**config.mk**
```make
export PLATFORM = sky130hd
export DESIGN_NAME = bcu_queue
export DESIGN_NICKNAME = d
export VERILOG_FILES = /design/src/hdl/bcu_pkg.sv /design/src/hdl/bcu_queue.sv
export SDC_FILE = /design/constraint.sdc
export NUM_CORES = 1
export LEC_CHECK = 0
export BUFFER_PORTS_ARGS = -buffer_cell sky130_fd_sc_hd__buf_4
export CAP_MARGIN = 20
export CORE_UTILIZATION = 50
export CTS_CLUSTER_SIZE = 16
export DETAILED_ROUTE_END_ITERATION = 12
export GPL_TIMING_DRIVEN = 0
export HOLD_SLACK_MARGIN = 0.06
export PLACE_DENSITY = 0.72
export SLEW_MARGIN = 15
export SYNTH_ARGS = -nofsm -noshare
export SYNTH_HDL_FRONTEND = slang
export SYNTH_SLANG_ARGS = --single-unit
```
**constraint.sdc**
```tcl
create_clock -name clk -period 4.5 [get_ports clk]
set_clock_uncertainty 0.15 [all_clocks]
set_input_delay 0.9 -clock clk [delete_from_list [all_inputs] [get_ports clk]]
set_output_delay 0.9 -clock clk [all_outputs]
set_load 0.05 [all_outputs]
```
**src/hdl/bcu_pkg.sv**
```systemverilog
`timescale 1ns / 1ps
// ----------------------------------------------------------------------------
// bcu_pkg: shared types for the 2x bicubic upscaler
// Queue word passed from the front end to the filter pipeline, result layout
// and queue sizing.
// ----------------------------------------------------------------------------
package bcu_pkg;

    localparam int QDEPTH = 4;
    localparam int QPTR_W = $clog2(QDEPTH);
    localparam int QCNT_W = $clog2(QDEPTH + 1);

    // one source column slice: pix[0] oldest line, pix[3] newest pixel
    typedef struct packed {
        logic            emit;
        logic [8:0]      out_row;
        logic [8:0]      out_col;
        logic [3:0][7:0] pix;
    } bcu_word_t;

    // first member lands in the highest bits, so out_row sits at bit 0
    typedef struct packed {
        logic [7:0] px_odd_odd;
        logic [7:0] px_odd_even;
        logic [7:0] px_even_odd;
        logic [7:0] px_even_even;
        logic [8:0] out_col;
        logic [8:0] out_row;
    } bcu_result_t;

endpackage

```
**src/hdl/bcu_queue.sv**
```systemverilog
`timescale 1ns / 1ps
// ----------------------------------------------------------------------------
// bcu_queue: short word queue between front end and filter pipeline
// Register-based FIFO; the front end throttles itself on the level.
// ----------------------------------------------------------------------------
module bcu_queue (
    input  logic                          clk,
    input  logic                          rst_n,
    input  logic                          push,
    input  bcu_pkg::bcu_word_t            push_word,
    input  logic                          pop,
    output logic                          not_empty,
    output bcu_pkg::bcu_word_t            head_word,
    output logic [bcu_pkg::QCNT_W - 1:0]  level
);
    import bcu_pkg::*;

    bcu_word_t          slot_reg [QDEPTH];
    logic [QPTR_W - 1:0] wr_ptr_reg, rd_ptr_reg;
    logic [QCNT_W - 1:0] count_reg, count_next;

    assign not_empty = (count_reg != '0);
    assign head_word = slot_reg[rd_ptr_reg];
    assign level     = count_reg;

    always_comb
    begin
        count_next = count_reg;
        if (push && !pop)
            count_next = count_reg + QCNT_W'(1);
        else if (pop && !push)
            count_next = count_reg - QCNT_W'(1);
    end

    always_ff @(posedge clk or negedge rst_n)
    begin
        if (!rst_n)
        begin
            wr_ptr_reg <= '0;
            rd_ptr_reg <= '0;
            count_reg  <= '0;
        end
        else
        begin
            count_reg <= count_next;
            if (push)
                wr_ptr_reg <= wr_ptr_reg + QPTR_W'(1);
            if (pop)
                rd_ptr_reg <= rd_ptr_reg + QPTR_W'(1);
        end
    end

    always_ff @(posedge clk)
    begin
        if (push)
            slot_reg[wr_ptr_reg] <= push_word;
    end

    a_no_overflow: assert property (@(posedge clk) disable iff (!rst_n)
        push |-> (count_reg < QCNT_W'(QDEPTH)) || pop)
        else $error("queue written while full");

    a_no_underflow: assert property (@(posedge clk) disable iff (!rst_n)
        pop |-> count_reg != '0)
        else $error("queue read while empty");

    a_ptr_count: assert property (@(posedge clk) disable iff (!rst_n)
        (count_reg == QCNT_W'(QDEPTH)) || (QPTR_W'(wr_ptr_reg - rd_ptr_reg) == count_reg[QPTR_W - 1:0]))
        else $error("queue pointers disagree with level");

endmodule

```
# After elaboration in Yosys (flattened, before gate mapping)
# Memory sizes are Yosys's and may differ from the RTL's.
# Cells that the tools add are included.
[totals]
mem_bits_rw = 204
in_bits = 55
out_inout_bits = 55
reg_bits = 7
elab_cells = 18
mem_count = 1
[classes]
n_reduce_logical = 6
n_addsub = 4
n_mux = 4
[memory_table]
columns = ["memory", "words", "word_bits", "read_ports", "rd_ports_with_merged_regs", "wr", "line_no", "rtl"]
rows = [
  ["slot_reg", 4, 51, 1, 0, 1, "bcu_queue.sv:18", "bcu_word_t slot_reg [QDEPTH];"],
]
[op_table]
columns = ["op", "n"]
rows = [
  ["3-bit two-way mux", 2],
  ["2-bit by 1-bit adder with 2-bit output (second input constant)", 2],
  ["3-bit by 1-bit adder with 3-bit output (second input constant)", 1],
  ["3-bit nonzero test", 1],
  ["3-bit by 1-bit subtractor with 3-bit output (second input constant)", 1],
  ["1-bit logical AND", 2],
  ["1-bit logical NOT", 2],
  ["1-bit two-way mux", 2],
  ["2-bit nonzero test", 1],
]

# Logic depth before layout (Yosys ltp)
# Gate-level depths: netlist of the first run.
[depth]
word_depth = 4
ltp_mapped = 7
depth_no_buf = 7

# Worst setup path before layout of the first run
# Ideal clock, no wire load.
[synth_path]
kind = "input to register"
from = "input port push"
to = "memory slot_reg[0][0] in the netlist's numbering (enable)"
setup_ns = 0.414
path_stages = 1
path_slack_ns = 1.819
t_required_ns = 3.936
n_path_buf = 0
t_arrival_ns = 2.117
cell_sequence = "and2_1"
[synth_via]
elab_chain_cells = 2
[synth_rtl]
columns = ["item", "line_no", "rtl"]
rows = [
  ["from (decl)", "bcu_queue.sv:9", "input logic push,"],
  ["1-bit two-way mux", "bcu_queue.sv:55", "if (push)"],
  ["1-bit two-way mux (implied by the code)", "bcu_queue.sv:56", "slot_reg[wr_ptr_reg] <= push_word;"],
  ["to (decl)", "bcu_queue.sv:18", ""],
]
# No other way between the ends.

==> results of run 1 <==
-- layout make-up --
cell class / count / area [um2]
clock inverters: 8 / 63.8
plain buffers: 12 / 140
flip-flops and latches: 211 / 6300
repair buffers: 114 / 938
multi-input cells: 73 / 1360
inverters: 4 / 15.0
clock buffers: 29 / 556
fillers: 1065 / 5590
well taps: 188 / 235
-- path summary, 6_finish.rpt --
check,slack (ns),end,start
min in group asynchronous,0.61,level[1],rst_n
max in group asynchronous,3.45,level[0],rst_n
setup reg to reg,2.75,slot_reg[0][18],wr_ptr_reg[0]
setup / recovery,1.40,head_word[44],rd_ptr_reg[1]
hold / removal,0.35,level[2],level[2]
hold reg to reg,0.35,level[2],level[2]
-- cells in the mapped netlist, drive strengths merged --
library cell  count  area [um2]
fa                1        20.0
nor2              1        3.75
buf              11         136
or3               1        6.26
inv               4        15.0
o21ai             1        5.00
mux2              1        11.3
dfrtp             7         175
xnor2             2        17.5
edfxtp          204        6130
xor2              4        35.0
mux4             51        1160
and2              4        25.0
clkbuf            1        3.75
ha                5        62.6
nand2             2        7.51
-- metal layers --
| metal | global-route usage | part of all wire | routed length, um | up-vias |
|---|---|---|---|---|
| met5 | 0 | 0 | 0 | - |
| met3 | 0.0469 | 0.071 | 938 | 19 |
| met4 | 0.0413 | 0.013 | 174 | 0 |
| met1 | 0.222 | 0.41 | 5500 | 1842 |
| li1 | - | - | - | 1551 |
| met2 | 0.290 | 0.50 | 6650 | 103 |
-- stage by stage --
stage / worst slack [ns] / utilization / area, um2 / instances
2_1_floorplan: 1.82 / - / 7810 / 300
3_3_place_gp: 0.690 / 0.583 / 8860 / 597
3_5_place_dp: 1.84 / 0.591 / 8980 / 601
4_1_cts: 1.31 / 0.632 / 9610 / 639
5_1_grt: 1.27 / 0.632 / 9610 / 639
6_report: 1.40 / 0.632 / 9610 / 639
-- power breakdown --
part	switching [W]	total [W]	internal (W)
sequential	0.0000905	0.00266	0.00257
clock	0.000663	0.00158	0.000919
combinational	0.00194	0.00305	0.00111
total	0.00269	0.00729	0.00460
-- timing repair --
| item | CTS | global route |
|---|---|---|
| endpoints found under the setup margin | 0 | 0 |
| hold buffers | 1 | 0 |
| endpoints found under the hold margin | 7 | 0 |
-- kinds of logic (layout without fill, tap and decap cells) --
logic type | after synthesis | after routing | share of synthesized area
AND/OR/NAND/NOR | 8 | 8 | 0.00545
flip-flops | 211 | 211 | 0.807
adder cells (fa/ha/maj) | 6 | 6 | 0.0106
multiplexers | 52 | 52 | 0.150
AO/OA/AOI/OAI | 1 | 1 | 0.000640
XOR/XNOR | 6 | 6 | 0.00673
buffers and inverters | 16 | 167 | 0.0199
==> flow_summary.json, run 1 <==
{
  "outcome": "finished clean",
  "synth_area_per_cell_um2": 26.0,
  "final_cell_mix": "204 x edfxtp_1, 109 x buf_4, 48 x mux4_2",
  "path_depth": 4,
  "worstMarginPinSlew_ns": 0.372,
  "cpPeakStageDelay_ns": 0.37,
  "cts_root_buf": "clkbuf_16",
  "power_w": 0.00729,
  "via_count": 3515,
  "power.leakage_nw": 3.36,
  "dieArea_um2": 16100,
  "crit_chain": "clkbuf_1, buf_2, mux4_2, buf_4",
  "syn_inst": 300,
  "cts_setup_buffers": 0,
  "setup_viol": 0,
  "largest_reg_flops": 204,
  "drtPass1Iterations": 4,
  "ios": 110,
  "wl_per_cell_um": 20.8,
  "antenna_found_initial": 0,
  "cts.sinks": 211,
  "period_share": 0.690,
  "synth_seq_cells": 211,
  "cp_top_family": "buffers and inverters",
  "core_um2": 15200,
  "cts_buffer_depth": 3,
  "wl_um": 13300,
  "rr_worst_depth": 4,
  "drive_gt1_frac": 0.450,
  "holdWs_ns": 0.355,
  "clock.fmax_ghz": 0.322,
  "antenna_left": 0,
  "clkTransAtPathRegs_ns": 0.06,
  "worst_setup_path_start_kind": "flip-flop",
  "drt_iter0_markers": 198,
  "final-hold-violation-count": 0,
  "place_hpwl_um": 7970,
  "power_density_nw_per_um2": 758,
  "ys_types": 19,
  "path_buf_inv": 3,
  "holdPathStages": 1,
  "grt_overflow": 0,
  "routabilityCongestion": 0.676,
  "port_buffers": 109,
  "vias_per_cell": 5.50,
  "yosys_warnings": 0,
  "synth_fp_nets": 361,
  "clk_latency_ns": 0.48,
  "mappedNetlistArea_um2": 7810,
  "slew_viol_final": 0,
  "cts_made_buffers": 21,
  "worstPathRequired_ns": 3.45,
  "slowest_stage": "mux4_2",
  "critPathKind": "reg2out",
  "rows": 45,
  "drc_errors": 0,
  "grt_start_max_net_pins": 42,
  "start_util": 0.514,
  "grt_pass1_wl_um": 20700,
  "hold_class": "reg2reg",
  "yosysSeqAreaShare": 0.807,
  "syn_to_final_growth_pct": 23.1,
  "cp_max_fo": 10,
  "grt_pass1_vias": 3839,
  "cts_tree": "built",
  "final_common_cell": "edfxtp_1",
  "ir_drop_v": 0.000508,
  "grt_use_total": 0.171,
  "arrival_ns": 2.05,
  "cp-end-kind": "output pin",
  "n_antenna_cell": 0,
  "rsz0062_at_grt": "no",
  "fp.dieH_um": 127,
  "drv_cap": 0,
  "htreeDepth": 1,
  "die_x_um": 127,
  "setup_tns_ns": 0,
  "min_period_ns": 3.10,
  "slew_headroom": 0.752,
  "cts_resized": 0,
  "layout.nets": 498
}
No activity file was read; power rests on OpenSTA's default activity.
==> run 2, diff against run 1 <==
--- a/config.mk
+++ b/config.mk
@@ -5,6 +5,7 @@
 export SDC_FILE = /design/constraint.sdc
 export NUM_CORES = 1
 export LEC_CHECK = 0
+export ABC_AREA = 1
 export BUFFER_PORTS_ARGS = -buffer_cell sky130_fd_sc_hd__buf_4
 export CAP_MARGIN = 20
 export CORE_UTILIZATION = 50
@@ -12,7 +13,7 @@
 export DETAILED_ROUTE_END_ITERATION = 12
 export GPL_TIMING_DRIVEN = 0
 export HOLD_SLACK_MARGIN = 0.06
-export PLACE_DENSITY = 0.72
+export PLACE_DENSITY = 0.74
 export SLEW_MARGIN = 15
 export SYNTH_ARGS = -nofsm -noshare
 export SYNTH_HDL_FRONTEND = slang
==> constraint.sdc (replaced) <==
create_clock -name clk -period 2.8 [get_ports clk]
set_clock_uncertainty 0.15 [all_clocks]
set_input_delay 0.56 -clock clk [delete_from_list [all_inputs] [get_ports clk]]
set_output_delay 0.56 -clock clk [all_outputs]
set_load 0.05 [all_outputs]
==> run 2 against run 1 <==
- synthesized area grew 9.5%
- synthesized cell count grew 110%
- power is 80% higher
- clock power up 64%
- register-to-register slack worse by 1.9 ns
- utilization fell by 1.4 points
- die area grew 9.3%
- largest cell class unchanged
- non-clock buffer count up 19
- via count rose by 48%
==> flow_summary.json, run 2 <==
{
  "power.leakage_nw": 4.20,
  "synth_top_area_frac": 0.717,
  "wl_um": 17700,
  "arrival_ns": 1.92,
  "start_util": 0.514,
  "ir_drop_v": 0.000799,
  "slew_viol_final": 0,
  "fill_cells": 1224,
  "final_common_cell": "edfxtp_1",
  "outcome": "finished clean",
  "cp_top_family": "buffers and inverters",
  "synth_edf_count": 204,
  "via_count": 5219,
  "worstMarginPinSlew_ns": 0.770,
  "slowest_stage": "clkbuf_1",
  "placed_cells": 972,
  "drv_cap": 0,
  "synth_async_sr_flop_share": 0.0332,
  "clk_latency_ns": 0.48,
  "mappedNetlistArea_um2": 8550,
  "n_antenna_cell": 0,
  "setup_viol": 0,
  "yosys_warnings": 0,
  "grt_pass1_wl_um": 27200,
  "finalWorstSetupSlack_ns": 0.172,
  "crit_path_start": "rd_ptr_reg[1]",
  "wl_per_cell_um": 17.5,
  "ys_types": 19,
  "critPathKind": "reg2out",
  "worst_setup_path_start_kind": "flip-flop",
  "cts_setup_buffers": 0,
  "cpMostUsedCell": "buf_4",
  "cts_buffer_depth": 3,
  "yosysMostFrequentCell": "edfxtp_1",
  "largest_reg_flops": 204,
  "slew_headroom": 0.486,
  "setup_tns_ns": 0,
  "routabilityCongestion": 0.743,
  "synth_area_leaders": "edfxtp_1 72%, o211ai_1 8.8%, nand2_1 7.3%, inv_1 5.0%, buf_6 2.2%",
  "r2r_start": "wr_ptr_reg[1]",
  "cpPeakStageDelay_ns": 0.45,
  "yosys.area.top_type": "edfxtp_1",
  "synthTopCellsByCount": "204 x edfxtp_1, 167 x nand2_1, 113 x inv_1",
  "vias_per_cell": 5.17,
  "cts_root_buf": "clkbuf_16",
  "port_buffers": 109,
  "grt_overflow": 0,
  "place_hpwl_um": 10600,
  "period_share": 0.939,
  "cp_max_fo": 10,
  "cts.sinks": 211,
  "final_cell_mix": "204 x edfxtp_1, 167 x nand2_1, 110 x buf_4",
  "yosysSeqAreaShare": 0.737,
  "synth_fp_nets": 704,
  "cts_made_buffers": 21,
  "drt_iter0_markers": 276,
  "htreeDepth": 1,
  "die_x_um": 133,
  "dp_slack_ns": 0.572,
  "path_buf_inv": 3,
  "synth_seq_cells": 211,
  "clkTransAtPathRegs_ns": 0.06,
  "stdcell_count": 1009,
  "clock.fmax_ghz": 0.381,
  "core_um2": 16600,
  "antenna_left": 0,
  "drive_gt1_frac": 0.219,
  "crit_chain": "buf_4, clkbuf_1, o211ai_1, nand2_1, buf_4",
  "syn_to_final_growth_pct": 20.4,
  "rsz0062_at_grt": "no",
  "hold_class": "in2reg",
  "cts_tree": "built",
  "grt_start_max_net_pins": 52,
  "layout.nets": 837,
  "drtPass1Iterations": 5,
  "cp-end-kind": "output pin",
  "synthFlopType": "edfxtp_1",
  "rows": 47,
  "final-hold-violation-count": 0,
  "power_density_nw_per_um2": 1270,
  "holdWs_ns": 0.117,
  "fp.dieH_um": 133,
  "grt_pass1_vias": 5378,
  "drc_errors": 0,
  "ios": 110,
  "synth_area_per_cell_um2": 13.3,
  "worstPathRequired_ns": 2.09,
  "dieArea_um2": 17600,
  "min_period_ns": 2.63,
  "final_util": 0.619,
  "hp-start": "push_word[10]",
  "syn_inst": 643,
  "antenna_found_initial": 0,
  "grt_use_total": 0.203
}
[run 2: cell count changes in the layout (fill, tap and decap cells not counted), moves of 5 or more]
cell / delta
o211ai_1: +100
buf_6: +16
buf_12: -5
buf_2: +8
nand2_1: +165
mux4_2: -48
inv_1: +105
[run 2: timing repair]
item | CTS | global route
hold buffers | 1 | 0
hold endpoints to repair | 7 | 0
resized for setup | 0 | 0
[run 2: final cells by class]
class                      count  area, um2  share of cell area
buffer                        35        279              0.0271
clock buffer                  31        583              0.0566
clock inverter                 5       51.3             0.00498
inverter                     114        438              0.0425
multi-input combinational    283       1540               0.150
sequential                   211       6300               0.612
tap                          220        275              0.0267
timing repair buffer         110        828              0.0804
[run 2: cells by family after synthesis]
| group | after synthesis | synth area share |
|---|---|---|
| XOR/XNOR | 4 | 0.00410 |
| AO/OA/AOI/OAI | 103 | 0.0913 |
| adder cells (fa/ha/maj) | 6 | 0.00966 |
| buffers and inverters | 149 | 0.0827 |
| flip-flops | 211 | 0.737 |
| AND/OR/NAND/NOR | 170 | 0.0751 |
[run 2: per-layer routing]
| metal | wire, um | up-vias | GRT usage |
|---|---|---|---|
| met5 | 0 | - | 0 |
| met4 | 354 | 0 | 0.0715 |
| met3 | 1010 | 29 | 0.0375 |
| met2 | 8990 | 162 | 0.360 |
| met1 | 7340 | 2543 | 0.249 |
| li1 | - | 2485 | - |
[run 2: power breakdown]
part	internal (W)	switching (W)	leakage, nW
clock network	0.00153	0.00106	0.308
registers	0.00414	0.000169	1.96
logic	0.00176	0.00442	1.93
[run 2: final timing paths]
check	end	slack [ns]	depth (start not counted)
worst min-delay path	slot_reg[2][10]	0.12	1
worst min register to register	level[2]	0.39	2
min in group asynchronous	wr_ptr_reg[0]	0.28	2
max in group asynchronous	level[1]	2.09	2
worst max register to register	slot_reg[1][25]	0.86	4
worst max-delay path	head_word[0]	0.17	5
[run 2: metrics by stage]
step,cell area [um2],total power [W]
final,10300,0.0131
after global routing,10300,0.0136
after CTS,10300,0.0132
after detailed placement,9650,0.0106
after global placement,9640,0.0105
after floorplan,8550,0.00864
