===== config.mk =====
export PLATFORM = sky130hd
export DESIGN_NAME = bcu_back
export DESIGN_NICKNAME = d
export VERILOG_FILES = /design/src/hdl/bcu_pkg.sv /design/src/hdl/bcu_back.sv
export SDC_FILE = /design/constraint.sdc
export NUM_CORES = 1
export LEC_CHECK = 0
export BUFFER_PORTS_ARGS = -buffer_cell sky130_fd_sc_hd__buf_2
export CELL_PAD_IN_SITES_DETAIL_PLACEMENT = 2
export CELL_PAD_IN_SITES_GLOBAL_PLACEMENT = 2
export CORE_AREA = 2 2 213 215
export CTS_BUF_LIST = sky130_fd_sc_hd__clkbuf_8
export DETAILED_ROUTE_END_ITERATION = 16
export DIE_AREA = 0 0 215 217
export GPL_TIMING_DRIVEN = 1
export PLACE_DENSITY_LB_ADDON = 0.1
export SYNTH_ARGS = -nofsm -noshare
export SYNTH_HDL_FRONTEND = slang
export SYNTH_SLANG_ARGS = --single-unit

===== constraint.sdc =====
create_clock -name clk -period 7 [get_ports clk]
set_input_delay 0.35 -clock clk [delete_from_list [all_inputs] [get_ports clk]]
set_output_delay 0.35 -clock clk [all_outputs]
set_load 0.005 [all_outputs]

===== src/hdl/bcu_pkg.sv =====
`timescale 1ns / 1ps
// ----------------------------------------------------------------------------
// bcu_pkg: shared types for the 2x bicubic upscaler
// Queue word passed from the front end to the filter pipeline, result layout
// and queue sizing.
// ----------------------------------------------------------------------------
package bcu_pkg;

    localparam int QDEPTH = 4;
    localparam int QPTR_W = $clog2(QDEPTH);
    localparam int QCNT_W = $clog2(QDEPTH + 1);

    // one source column slice: pix[0] oldest line, pix[3] newest pixel
    typedef struct packed {
        logic            emit;
        logic [8:0]      out_row;
        logic [8:0]      out_col;
        logic [3:0][7:0] pix;
    } bcu_word_t;

    // first member lands in the highest bits, so out_row sits at bit 0
    typedef struct packed {
        logic [7:0] px_odd_odd;
        logic [7:0] px_odd_even;
        logic [7:0] px_even_odd;
        logic [7:0] px_even_even;
        logic [8:0] out_col;
        logic [8:0] out_row;
    } bcu_result_t;

endpackage


===== src/hdl/bcu_back.sv =====
`timescale 1ns / 1ps
// ----------------------------------------------------------------------------
// bcu_back: 4x4 window and cubic filter pipeline
// Shifts each column slice into the window, applies (-1,9,9,-1)/16 along
// rows, columns and both, and holds the 2x2 block in the output register.
// ----------------------------------------------------------------------------
module bcu_back (
    input  logic                 clk,
    input  logic                 rst_n,
    input  logic                 q_valid,
    input  bcu_pkg::bcu_word_t   q_word,
    output logic                 pop,
    output logic                 out_valid,
    input  logic                 out_ready,
    output bcu_pkg::bcu_result_t result
);
    import bcu_pkg::*;

    function automatic logic signed [13:0] tap_px(input logic [7:0] a, input logic [7:0] b,
                                                  input logic [7:0] c, input logic [7:0] d);
        logic signed [13:0] m;
        m = $signed({6'd0, b}) + $signed({6'd0, c});
        return (m <<< 3) + m - $signed({6'd0, a}) - $signed({6'd0, d});
    endfunction

    function automatic logic signed [17:0] tap_hs(input logic signed [13:0] a,
                                                  input logic signed [13:0] b,
                                                  input logic signed [13:0] c,
                                                  input logic signed [13:0] d);
        logic signed [17:0] m;
        m = 18'(b) + 18'(c);
        return (m <<< 3) + m - 18'(a) - 18'(d);
    endfunction

    function automatic logic [7:0] sat_u8(input logic signed [17:0] v);
        logic [7:0] q;
        if (v < 0)
            q = 8'd0;
        else if (v > 18'sd255)
            q = 8'd255;
        else
            q = v[7:0];
        return q;
    endfunction

    logic                     en;
    logic [3:0][3:0][7:0]     window_reg;
    logic                     a_emit_reg;
    logic [8:0]               a_row_reg, a_col_reg;

    logic                     b_valid_reg;
    logic signed [13:0]       b_hs_reg [4];
    logic [7:0]               b_ee_reg, b_eo_reg, b_oe_reg;
    logic [8:0]               b_row_reg, b_col_reg;

    logic                     c_valid_reg;
    bcu_result_t              c_res_reg;

    logic signed [13:0]       hs [4];
    logic signed [13:0]       vs;
    logic signed [17:0]       hs1_x, vs_x, vv;

    // whole pipeline holds while a finished block waits
    assign en        = !c_valid_reg || out_ready;
    assign pop       = en && q_valid;
    assign out_valid = c_valid_reg;
    assign result    = c_res_reg;

    always_comb
    begin
        for (int i = 0; i < 4; i++)
            hs[i] = tap_px(window_reg[i][0], window_reg[i][1],
                           window_reg[i][2], window_reg[i][3]);
        vs    = tap_px(window_reg[0][1], window_reg[1][1],
                       window_reg[2][1], window_reg[3][1]);
        hs1_x = 18'(hs[1]);
        vs_x  = 18'(vs);
        vv    = tap_hs(b_hs_reg[0], b_hs_reg[1], b_hs_reg[2], b_hs_reg[3]);
    end

    always_ff @(posedge clk or negedge rst_n)
    begin
        if (!rst_n)
        begin
            window_reg  <= '0;
            a_emit_reg  <= 1'b0;
            b_valid_reg <= 1'b0;
            c_valid_reg <= 1'b0;
        end
        else if (en)
        begin
            a_emit_reg  <= q_valid && q_word.emit;
            b_valid_reg <= a_emit_reg;
            c_valid_reg <= b_valid_reg;
            if (q_valid)
            begin
                for (int i = 0; i < 4; i++)
                    window_reg[i] <= {q_word.pix[i], window_reg[i][3:1]};
            end
        end
    end

    always_ff @(posedge clk)
    begin
        if (en)
        begin
            a_row_reg <= q_word.out_row;
            a_col_reg <= q_word.out_col;

            for (int i = 0; i < 4; i++)
                b_hs_reg[i] <= hs[i];
            b_ee_reg  <= window_reg[1][1];
            b_eo_reg  <= sat_u8(hs1_x >>> 4);
            b_oe_reg  <= sat_u8(vs_x >>> 4);
            b_row_reg <= a_row_reg;
            b_col_reg <= a_col_reg;

            c_res_reg.px_odd_odd   <= sat_u8(vv >>> 8);
            c_res_reg.px_odd_even  <= b_oe_reg;
            c_res_reg.px_even_odd  <= b_eo_reg;
            c_res_reg.px_even_even <= b_ee_reg;
            c_res_reg.out_col      <= b_col_reg;
            c_res_reg.out_row      <= b_row_reg;
        end
    end

    a_pop_only_when_moving: assert property (@(posedge clk) disable iff (!rst_n)
        pop |-> en && q_valid)
        else $error("queue popped while pipeline held");

    a_emit_flows: assert property (@(posedge clk) disable iff (!rst_n)
        (en && b_valid_reg) |=> c_valid_reg)
        else $error("filtered block lost between stages");

    a_hold_stalled: assert property (@(posedge clk) disable iff (!rst_n)
        (c_valid_reg && !out_ready) |=> $stable(window_reg) && c_valid_reg)
        else $error("window moved during output stall");

endmodule


# Word level (Yosys, flattened, before mapping)
# Memories as Yosys holds them, arrays and structs flattened.
# Index checks and enable logic that the tools add are counted.
[totals] ff_bits=241 ram_bits=56 output_inout_bits=52 word_cells=73 n_memories=1
[memory_table] name="b_hs_reg" depth=4 width=14 rd=4 rd_clocked_by_memory_dff=0 wr=4 line="bcu_back.sv:52" source="logic signed [13:0] b_hs_reg [4];"
[op_classes] n_addsub=24 n_lt_le_gt_ge=6 mux=5 n_reduce_logical=5
[op_table] op="$sub A13 B8 Y14" count=5
[op_table] op="$sub A14 B9 Y14" count=5
[op_table] op="$add A12 B9 Y13" count=5
[op_table] op="$add A8 B8 Y9" count=5
[op_table] op="$sub A18 B14 Y18" count=2
[op_table] op="$gt A10 B9 Y1 const B" count=3
[op_table] op="$lt A10 B1 Y1 const B" count=3
[op_table] op="$mux W8" count=3
[op_table] op="$add A18 B15 Y18" count=1
[op_table] op="$add A14 B14 Y15" count=1
[op_table] op="$logic_and A1 B1 Y1" count=2
[op_table] op="$mux W1" count=2
[op_table] op="$reduce_and A2 Y1" count=1
[op_table] op="$logic_not A1 Y1" count=1
[op_table] op="$logic_or A1 B1 Y1" count=1

# Longest topological paths before layout
# Gate-level depths: netlist of run 1.
# An unclocked memory read counts as a cell.
[logic_depth] word_depth=7 mapped_depth=19

# Least setup slack after synthesis of run 1
# OpenSTA, ideal clock, no wires.
[synth_path] path_type="input to register" from="input out_ready" to="register window_reg[25] (netlist bit)" t_arrival_ns=5.947 t_required_ns=6.875 path_slack_ns=0.929 path_stages=6 n_path_buf=2 path_cell_list="nand2b_1 -> nand2_1 -> inv_1 -> clkbuf_1 -> clkbuf_1 -> mux2_2"
[synth_via] elab_chain_cells=2
[synth_rtl] item="from (decl)" line="bcu_back.sv:14" source="input logic out_ready,"
[synth_rtl] item="$logic_or A1 B1 Y1" line="bcu_back.sv:64" source="assign en = !c_valid_reg || out_ready;"
[synth_rtl] item="$reduce_and A2 Y1 (no source line)"
[synth_rtl] item="to (signal, indexed assignment)" line="bcu_back.sv:98" source="window_reg[i] <= {q_word.pix[i], window_reg[i][3:1]};"
[synth_rtl] item="to (decl)" line="bcu_back.sv:47" source="logic [3:0][3:0][7:0] window_reg;"
# No other way between the ends.
# A chain may end at the register's enable or synchronous reset.

==> flow_summary_export.csv, run 1 <==
group,metric,value,unit
run_status,run_status,"finished, final reports clean",
critical_path,reg2reg_from,"b_hs_reg[2][1]$_DFFE_PN_",
timing,finalSetupViolations,0,
clock_tree,cts.sinks,297,
floorplanning,num_io_pins,107,
logic_synthesis,post_synth_main_area_contributors,"sky130_fd_sc_hd__edfxtp_1 28%, sky130_fd_sc_hd__dfrtp_1 19%, sky130_fd_sc_hd__fa_1 12%",
hold_path,hold_class,"primary input to asynchronous set/reset pin",
floorplanning,die-width,215,µm
route,ratio_of_routed_vias_to_standard_cells,4.968,
logic_synthesis,synth_top_area_share,0.2826,
critical_path,slowest_delay,620,ps
logic_synthesis,synth_cell_types,66,
cells_and_area,final.fill_count,4573,
route,avgRoutedWirePerCell,19.88,µm
logic_synthesis,synthesis.area,17640,µm²
clock_tree,clockRootBuffer,"sky130_fd_sc_hd__clkbuf_8",
critical_path,required,7340,ps
logic_synthesis,synth.yosys.warnings,0,
timing,final.period_utilization,0.8140,
global_routing,grt_util_overall,0.2001,
cells_and_area,area_growth,16.83,%
timing,skew_final,28.46,ps
route,detail-route-antenna-nets,0,
floorplanning,floorplan.die.height,217,µm
logic_synthesis,netlist_instances,1439,
logic_synthesis,synth_flop_cell,"sky130_fd_sc_hd__edfxtp_1",
critical_path,worst_setup_path_start_kind,"register",
logic_synthesis,synth-async-reset-ratio,0.4411,
global_routing,grt_pass1_vias,12810,
global_routing,grt_overflow_total,0,
logic_synthesis,synth-seq-cells,297,
timing,hold_viol,0,
clock_tree,ctsResizeCount,0,
timing,timing.final.crit_period,5698,ps
timing,max-slew-margin-rel,0.3717,
critical_path,timing.critical_path.cells,"ha_1 > a211o_1 > a2111oi_1 > nor2_1 > a21oi_1 > xnor2_1 > fa_1 > inv_1 > fa_1 > inv_1 > ha_1 > a211o_1 > a2111oi_4 > o221ai_2 > a221oi_2 > xnor2_1 > a21oi_1",
cells_and_area,nNetsFinal,1935,
cells_and_area,largest_register_ffs,128,
placed_design,port_buffers,106,
floorplanning,die-area,46660,µm²
critical_path,reg2regPathDepth,17,
timing,fmaxAchievable,175.5,MHz
global_routing,grt_start_max_net_pins,76,
logic_synthesis,synth_area_leader,"sky130_fd_sc_hd__edfxtp_1",
global_routing,antenna_found_initial,1,
placed_design,routabilityCongestion,0.7868,
timing,tightestPinTransition,942.5,ps
job,cap_viol_max_count,0,
timing,fin_setup_tns,0,ps
critical_path,ff2ff_setup_slack,1300,ps
placed_design,dp.final_hpwl,33.69,mm
clock_tree,worstSkewPairLatency,650,ps
logic_synthesis,synth_area_per_cell,12.26,µm²
floorplanning,core_footprint,44700,µm²
critical_path,critical_path_class,"register to register",
clock_tree,cts.reportedPaths.clkPinSlew,60,ps
logic_synthesis,synth-edff-count,166,
clock_tree,clock_tree.htree_level_count,2,
timing,grt_setup_unrepaired,"false",
floorplanning,floorplan.initialDensity,0.3946,
route,drtIter0Drc,455,
logic_synthesis,synthesis.nets,1741,
critical_path,cp-end-kind,"register",
clock_tree,numCtsBuffers,54,
route,route.vias.total,11330,
critical_path,cp.arrival,6030,ps
route,remaining_drc_errors,0,
floorplanning,num_rows,78,
logic_synthesis,synth_sequential_area_ratio,0.4685,
critical_path,critical_path_peak_fanout,8,
global_routing,grt_pass1_wl,72.75,mm
critical_path,critical_path.reg2reg.endpoint,"result[48]$_SDFFCE_PN0N_",
route,drt-total-wl,45.33,mm
clock_tree,clock_tree.buffer_depth,3,
cells_and_area,layout-drive-gt1-share,0.1739,
timing,final-max-slew-violation-count,0,
critical_path,cp_slowest_cell,"sky130_fd_sc_hd__a2111oi_1",
clock_tree,tritoncts,"yes",
route,firstDrtPassIters,6,
## worst max-delay path by stage
stage                                   startpoint                         end  slack [ps]  depth (start not counted)
after floorplan                          out_ready  window_reg[25]$_DFFE_PN0P_         930                          6
after global placement    b_hs_reg[2][1]$_DFFE_PN_    result[46]$_SDFFCE_PN0N_        1530                         17
after detailed placement  b_hs_reg[2][1]$_DFFE_PN_    result[46]$_SDFFCE_PN0N_        1330                         17
after CTS                 b_hs_reg[2][1]$_DFFE_PN_    result[48]$_SDFFCE_PN0N_        1250                         17
after global routing      b_hs_reg[2][1]$_DFFE_PN_    result[48]$_SDFFCE_PN0N_         840                         17
final                     b_hs_reg[2][1]$_DFFE_PN_    result[48]$_SDFFCE_PN0N_        1300                         17
## cells in the final DEF, fill, tap and decap left out, drive strengths merged, types with 4 or more instances in the layout
cell / instances
a211o: 4
inv: 242
bufinv: 7
a2111oi: 5
o211ai: 5
nor3: 14
a211oi: 7
nand3: 5
edfxtp: 166
a32oi: 7
o31ai: 4
xnor2: 65
mux2: 92
nand2b: 4
a21o: 34
xor2: 29
buf: 111
nand2: 80
ha: 140
or4: 4
nor2b: 8
a2111o: 4
a21oi: 77
o21bai: 16
o41ai: 6
a31oi: 5
or3: 6
nor2: 42
o21a: 16
nand4: 4
dlygate4sd3: 53
o21ai: 70
dfrtp: 131
clkbuf: 59
clkinv: 14
or2: 4
fa: 107
## metal layers
layer | vias up | part of all wire | wire length (µm) | GRT usage
met1 | 5761 | 0.46 | 20820 | 0.2651
li1 | 5375 | - | - | -
met5 | - | 0 | 0 | 0
met4 | 0 | 0.019 | 858 | 0.05218
met2 | 136 | 0.49 | 22300 | 0.3425
met3 | 55 | 0.030 | 1352 | 0.03298
## per-stage QoR
| stage | hold WS, ps | worst slack, ps | area, µm² | cells | utilization |
|---|---|---|---|---|---|
| 2_1_floorplan | 54.41 | 928.7 | 17640 | 1439 | - |
| 3_3_place_gp | 400.1 | 1526 | 18880 | 2124 | 0.4223 |
| 3_5_place_dp | 405.2 | 1330 | 18880 | 2124 | 0.4223 |
| 4_1_cts | 260.5 | 1253 | 20600 | 2279 | 0.4610 |
| 5_1_grt | 318.9 | 843.0 | 20600 | 2279 | 0.4610 |
| 6_report | 305.8 | 1302 | 20610 | 2280 | 0.4610 |
## cell families (layout without fill, tap and decap cells)
kind of cell	Yosys count	in the layout	share of synthesized area
flops	297	297	0.4685
buf+inv	247	487	0.05314
fa+ha+maj	247	247	0.2208
simple gates	177	177	0.04455
xor+xnor	94	94	0.04668
other cells	0	1	0
mux	93	93	0.05931
compound gates	284	284	0.1071
## layout make-up
class,count,area (µm²),share of cell area
Multi-Input combinational cell,895,8444,0.4098
Sequential cell,297,8263,0.4010
Timing Repair Buffer,164,1117,0.05422
Inverter,221,832.0,0.04038
Clock buffer,59,812.0,0.03941
Tap cell,600,750.7,0.03643
Clock inverter,43,384.1,0.01864
Antenna cell,1,2.502,0.0001214
## worst max-delay path: cells and delay by family, from the launching register on
kind,cells,cell delay [ps]
AOI/OAI and AO/OA,8,2490
xor gates and xnor gates,2,500
adders and majority gates,4,1770
buffers and inverters,2,120
DFF,1,420
and+or+nand+nor,1,110
## timing repair
item,in CTS,in global routing
hold endpoints to repair,120,0
setup buffers,0,0
hold buffers,53,0
## cells in the mapped netlist, types with 3 or more instances
cell type,number
sky130_fd_sc_hd__o21ai_0,56
sky130_fd_sc_hd__o31ai_1,4
sky130_fd_sc_hd__nand4_1,4
sky130_fd_sc_hd__o21a_1,16
sky130_fd_sc_hd__fa_1,107
sky130_fd_sc_hd__or3_1,6
sky130_fd_sc_hd__nand3_1,5
sky130_fd_sc_hd__a2111o_1,4
sky130_fd_sc_hd__nor2_1,42
sky130_fd_sc_hd__xor2_1,29
sky130_fd_sc_hd__o211ai_1,5
sky130_fd_sc_hd__a211o_1,4
sky130_fd_sc_hd__nand2_1,80
sky130_fd_sc_hd__a311oi_1,3
sky130_fd_sc_hd__o41ai_1,4
sky130_fd_sc_hd__a32oi_1,7
sky130_fd_sc_hd__a211oi_1,7
sky130_fd_sc_hd__nor2b_1,8
sky130_fd_sc_hd__a21o_1,34
sky130_fd_sc_hd__nor3_1,14
sky130_fd_sc_hd__xnor2_1,65
sky130_fd_sc_hd__a21oi_1,77
sky130_fd_sc_hd__inv_1,219
sky130_fd_sc_hd__nand2b_1,4
sky130_fd_sc_hd__edfxtp_1,166
sky130_fd_sc_hd__o21ai_1,14
sky130_fd_sc_hd__o21bai_1,16
sky130_fd_sc_hd__clkbuf_1,22
sky130_fd_sc_hd__mux2_2,91
sky130_fd_sc_hd__or4_1,4
sky130_fd_sc_hd__ha_1,140
sky130_fd_sc_hd__dfrtp_1,131
sky130_fd_sc_hd__a31oi_1,4
Power of run 1 is not shown: default switching activity piles up to over one toggle a cycle in this logic, so the estimate is an artifact.
==> run 2, diff against run 1 <==
==> constraint.sdc (replaced) <==
create_clock -name clk -period 5.9 [get_ports clk]
set_input_delay 0.295 -clock clk [delete_from_list [all_inputs] [get_ports clk]]
set_output_delay 0.295 -clock clk [all_outputs]
set_load 0.005 [all_outputs]
==> flow_summary_export.csv, run 2 (same netlist as run 1, synthesis figures left out) <==
group,metric,value,unit
cells_and_area,commonest_non_fill_non_tap_cell_in_the_layout,"sky130_fd_sc_hd__inv_1",
floorplanning,floorplan.initialDensity,0.3946,
global_routing,grt_util_overall,0.1954,
critical_path,critical_path_class,"register to register",
global_routing,grt_start_max_net_pins,85,
route,ratio_of_routed_vias_to_standard_cells,4.981,
hold_path,hold_class,"primary input to asynchronous set/reset pin",
route,firstDrtPassIters,4,
critical_path,ff2ff_setup_slack,380,ps
cells_and_area,final_cell_mix,"239 x sky130_fd_sc_hd__inv_1, 166 x sky130_fd_sc_hd__edfxtp_1, 140 x sky130_fd_sc_hd__ha_1",
timing,max-slew-margin-rel,0.3033,
floorplanning,floorplan.die.height,217,µm
timing,tightestPinTransition,1045,ps
placed_design,post_dp_cell_area,18890,µm²
critical_path,cp-end-kind,"register",
route,route.vias.total,11390,
global_routing,grt_pass1_wl,71.77,mm
critical_path,critical-path-top-cell-by-count,"sky130_fd_sc_hd__fa_1",
clock_tree,clock_tree.buffer_depth,3,
clock_tree,tritoncts,"yes",
clock_tree,numCtsBuffers,57,
critical_path,cp.arrival,5860,ps
route,detail-route-antenna-nets,0,
clock_tree,cts.reportedPaths.clkPinSlew,70,ps
critical_path,timing.critical_path.cells,"ha_1 > fa_1 > a21oi_1 > o21ai_1 > nor4_1 > o21bai_1 > xnor2_1 > fa_1 > fa_1 > inv_1 > ha_1 > o21a_1 > a2111oi_4 > o221ai_2 > a221oi_2 > xnor2_2 > a21oi_1",
timing,finalSetupViolations,0,
global_routing,antenna_found_initial,0,
critical_path,reg2regPathDepth,17,
critical_path,cp_num_buf_inv,1,
placed_design,port_buffers,106,
cells_and_area,area_growth,16.45,%
cells_and_area,final_core_utilization,0.4595,
floorplanning,num_io_pins,107,
clock_tree,clock_tree.htree_level_count,2,
route,remaining_drc_errors,0,
timing,skew_final,44.82,ps
timing,final-max-slew-violation-count,0,
clock_tree,cts.sinks,297,
critical_path,kind_of_cell_with_the_highest_combined_delay_on_the_critical_path,"adder cells",
cells_and_area,final.fill_count,4588,
timing,timing.final.crit_period,5524,ps
critical_path,reg2reg_from,"b_hs_reg[2][0]$_DFFE_PN_",
floorplanning,die-width,215,µm
floorplanning,core_footprint,44700,µm²
route,drt-total-wl,44.29,mm
critical_path,cp_slowest_cell,"sky130_fd_sc_hd__fa_1",
critical_path,worst_setup_path_start_kind,"register",
cells_and_area,finalInstanceArea,20540,µm²
run_status,run_status,"finished, final reports clean",
cells_and_area,largest_register_ffs,128,
cells_and_area,nNetsFinal,1941,
cells_and_area,num_antenna_cells,0,
critical_path,required,6230,ps
clock_tree,worstSkewPairLatency,650,ps
route,avgRoutedWirePerCell,19.36,µm
placed_design,dp.final_hpwl,33.10,mm
critical_path,critical_path.reg2reg.endpoint,"result[43]$_SDFFCE_PN0N_",
global_routing,grt_overflow_total,0,
placed_design,routabilityCongestion,0.7655,
floorplanning,num_rows,78,
timing,grt_setup_unrepaired,"false",
timing,final.period_utilization,0.9362,
cells_and_area,multi_input_gate_area,8452,µm²
timing,fin_setup_tns,0,ps
critical_path,slowest_delay,540,ps
timing,hold_viol,0,
clock_tree,clockRootBuffer,"sky130_fd_sc_hd__clkbuf_8",
cells_and_area,layout-drive-gt1-share,0.1749,
timing,fin_worst_hold_slack,258.4,ps
clock_tree,cts_post_setup_buffers_inserted,0,
floorplanning,die-area,46660,µm²
cells_and_area,ff_latch_area,8263,µm²
global_routing,grt_pass1_vias,12870,
job,cap_viol_max_count,0,
route,drtIter0Drc,466,
critical_path,critical_path_peak_fanout,8,
timing,fmaxAchievable,181.0,MHz
==> run 2: worst max-delay path by stage <==
stage,from,to,slack (ps),depth (start not counted)
floorplan,b_hs_reg[2][1]$_DFFE_PN_,result[43]$_SDFFCE_PN0N_,840,18
global placement,b_hs_reg[2][0]$_DFFE_PN_,result[46]$_SDFFCE_PN0N_,480,17
detailed placement,b_hs_reg[2][0]$_DFFE_PN_,result[44]$_SDFFCE_PN0N_,320,17
CTS,b_hs_reg[2][1]$_DFFE_PN_,result[44]$_SDFFCE_PN0N_,210,18
global route,b_hs_reg[2][1]$_DFFE_PN_,result[46]$_SDFFCE_PN0N_,30,18
finish,b_hs_reg[2][0]$_DFFE_PN_,result[43]$_SDFFCE_PN0N_,380,17
==> run 2: repair_timing <==
| item | CTS | global route |
|---|---|---|
| hold endpoints to repair | 126 | 0 |
| hold buffers | 53 | 0 |
| endpoints found under the setup margin | 0 | 8 |
| resized for setup | 0 | 1 |
==> run 2: final cells by class <==
class,instances,area share
Tap cell,600,0.03655
Inverter,221,0.04051
Clock inverter,44,0.01200
Sequential cell,297,0.4023
Multi-Input combinational cell,895,0.4115
Clock buffer,63,0.04222
Timing Repair Buffer,167,0.05489
==> run 2: stage by stage <==
stage               instances  setup WS (ps)
global route             2287          33.58
detailed placement       2127          324.0
finish                   2287          376.5
CTS                      2287          211.4
floorplan                1439          835.8
global placement         2127          484.6
==> run 2: worst reg2reg max path: stages (launching register included) <==
cell                        delay, ps
sky130_fd_sc_hd__edfxtp_1         370
sky130_fd_sc_hd__ha_1             260
sky130_fd_sc_hd__fa_1             420
sky130_fd_sc_hd__a21oi_1          220
sky130_fd_sc_hd__o21ai_1          120
sky130_fd_sc_hd__nor4_1           310
sky130_fd_sc_hd__o21bai_1         160
sky130_fd_sc_hd__xnor2_1          330
sky130_fd_sc_hd__fa_1             510
sky130_fd_sc_hd__fa_1             540
sky130_fd_sc_hd__inv_1             40
sky130_fd_sc_hd__ha_1             390
sky130_fd_sc_hd__o21a_1           260
sky130_fd_sc_hd__a2111oi_4        440
sky130_fd_sc_hd__o221ai_2         160
sky130_fd_sc_hd__a221oi_2         340
sky130_fd_sc_hd__xnor2_2          230
sky130_fd_sc_hd__a21oi_1           80
==> run 2: routing by layer <==
layer	global-route usage	up-vias	share of wire
met4	0.05563	0	0.021
met2	0.3314	149	0.49
met5	0	-	0
met1	0.2599	5795	0.47
li1	-	5382	-
met3	0.03159	65	0.027
Power of run 2 is left out for the same reason.
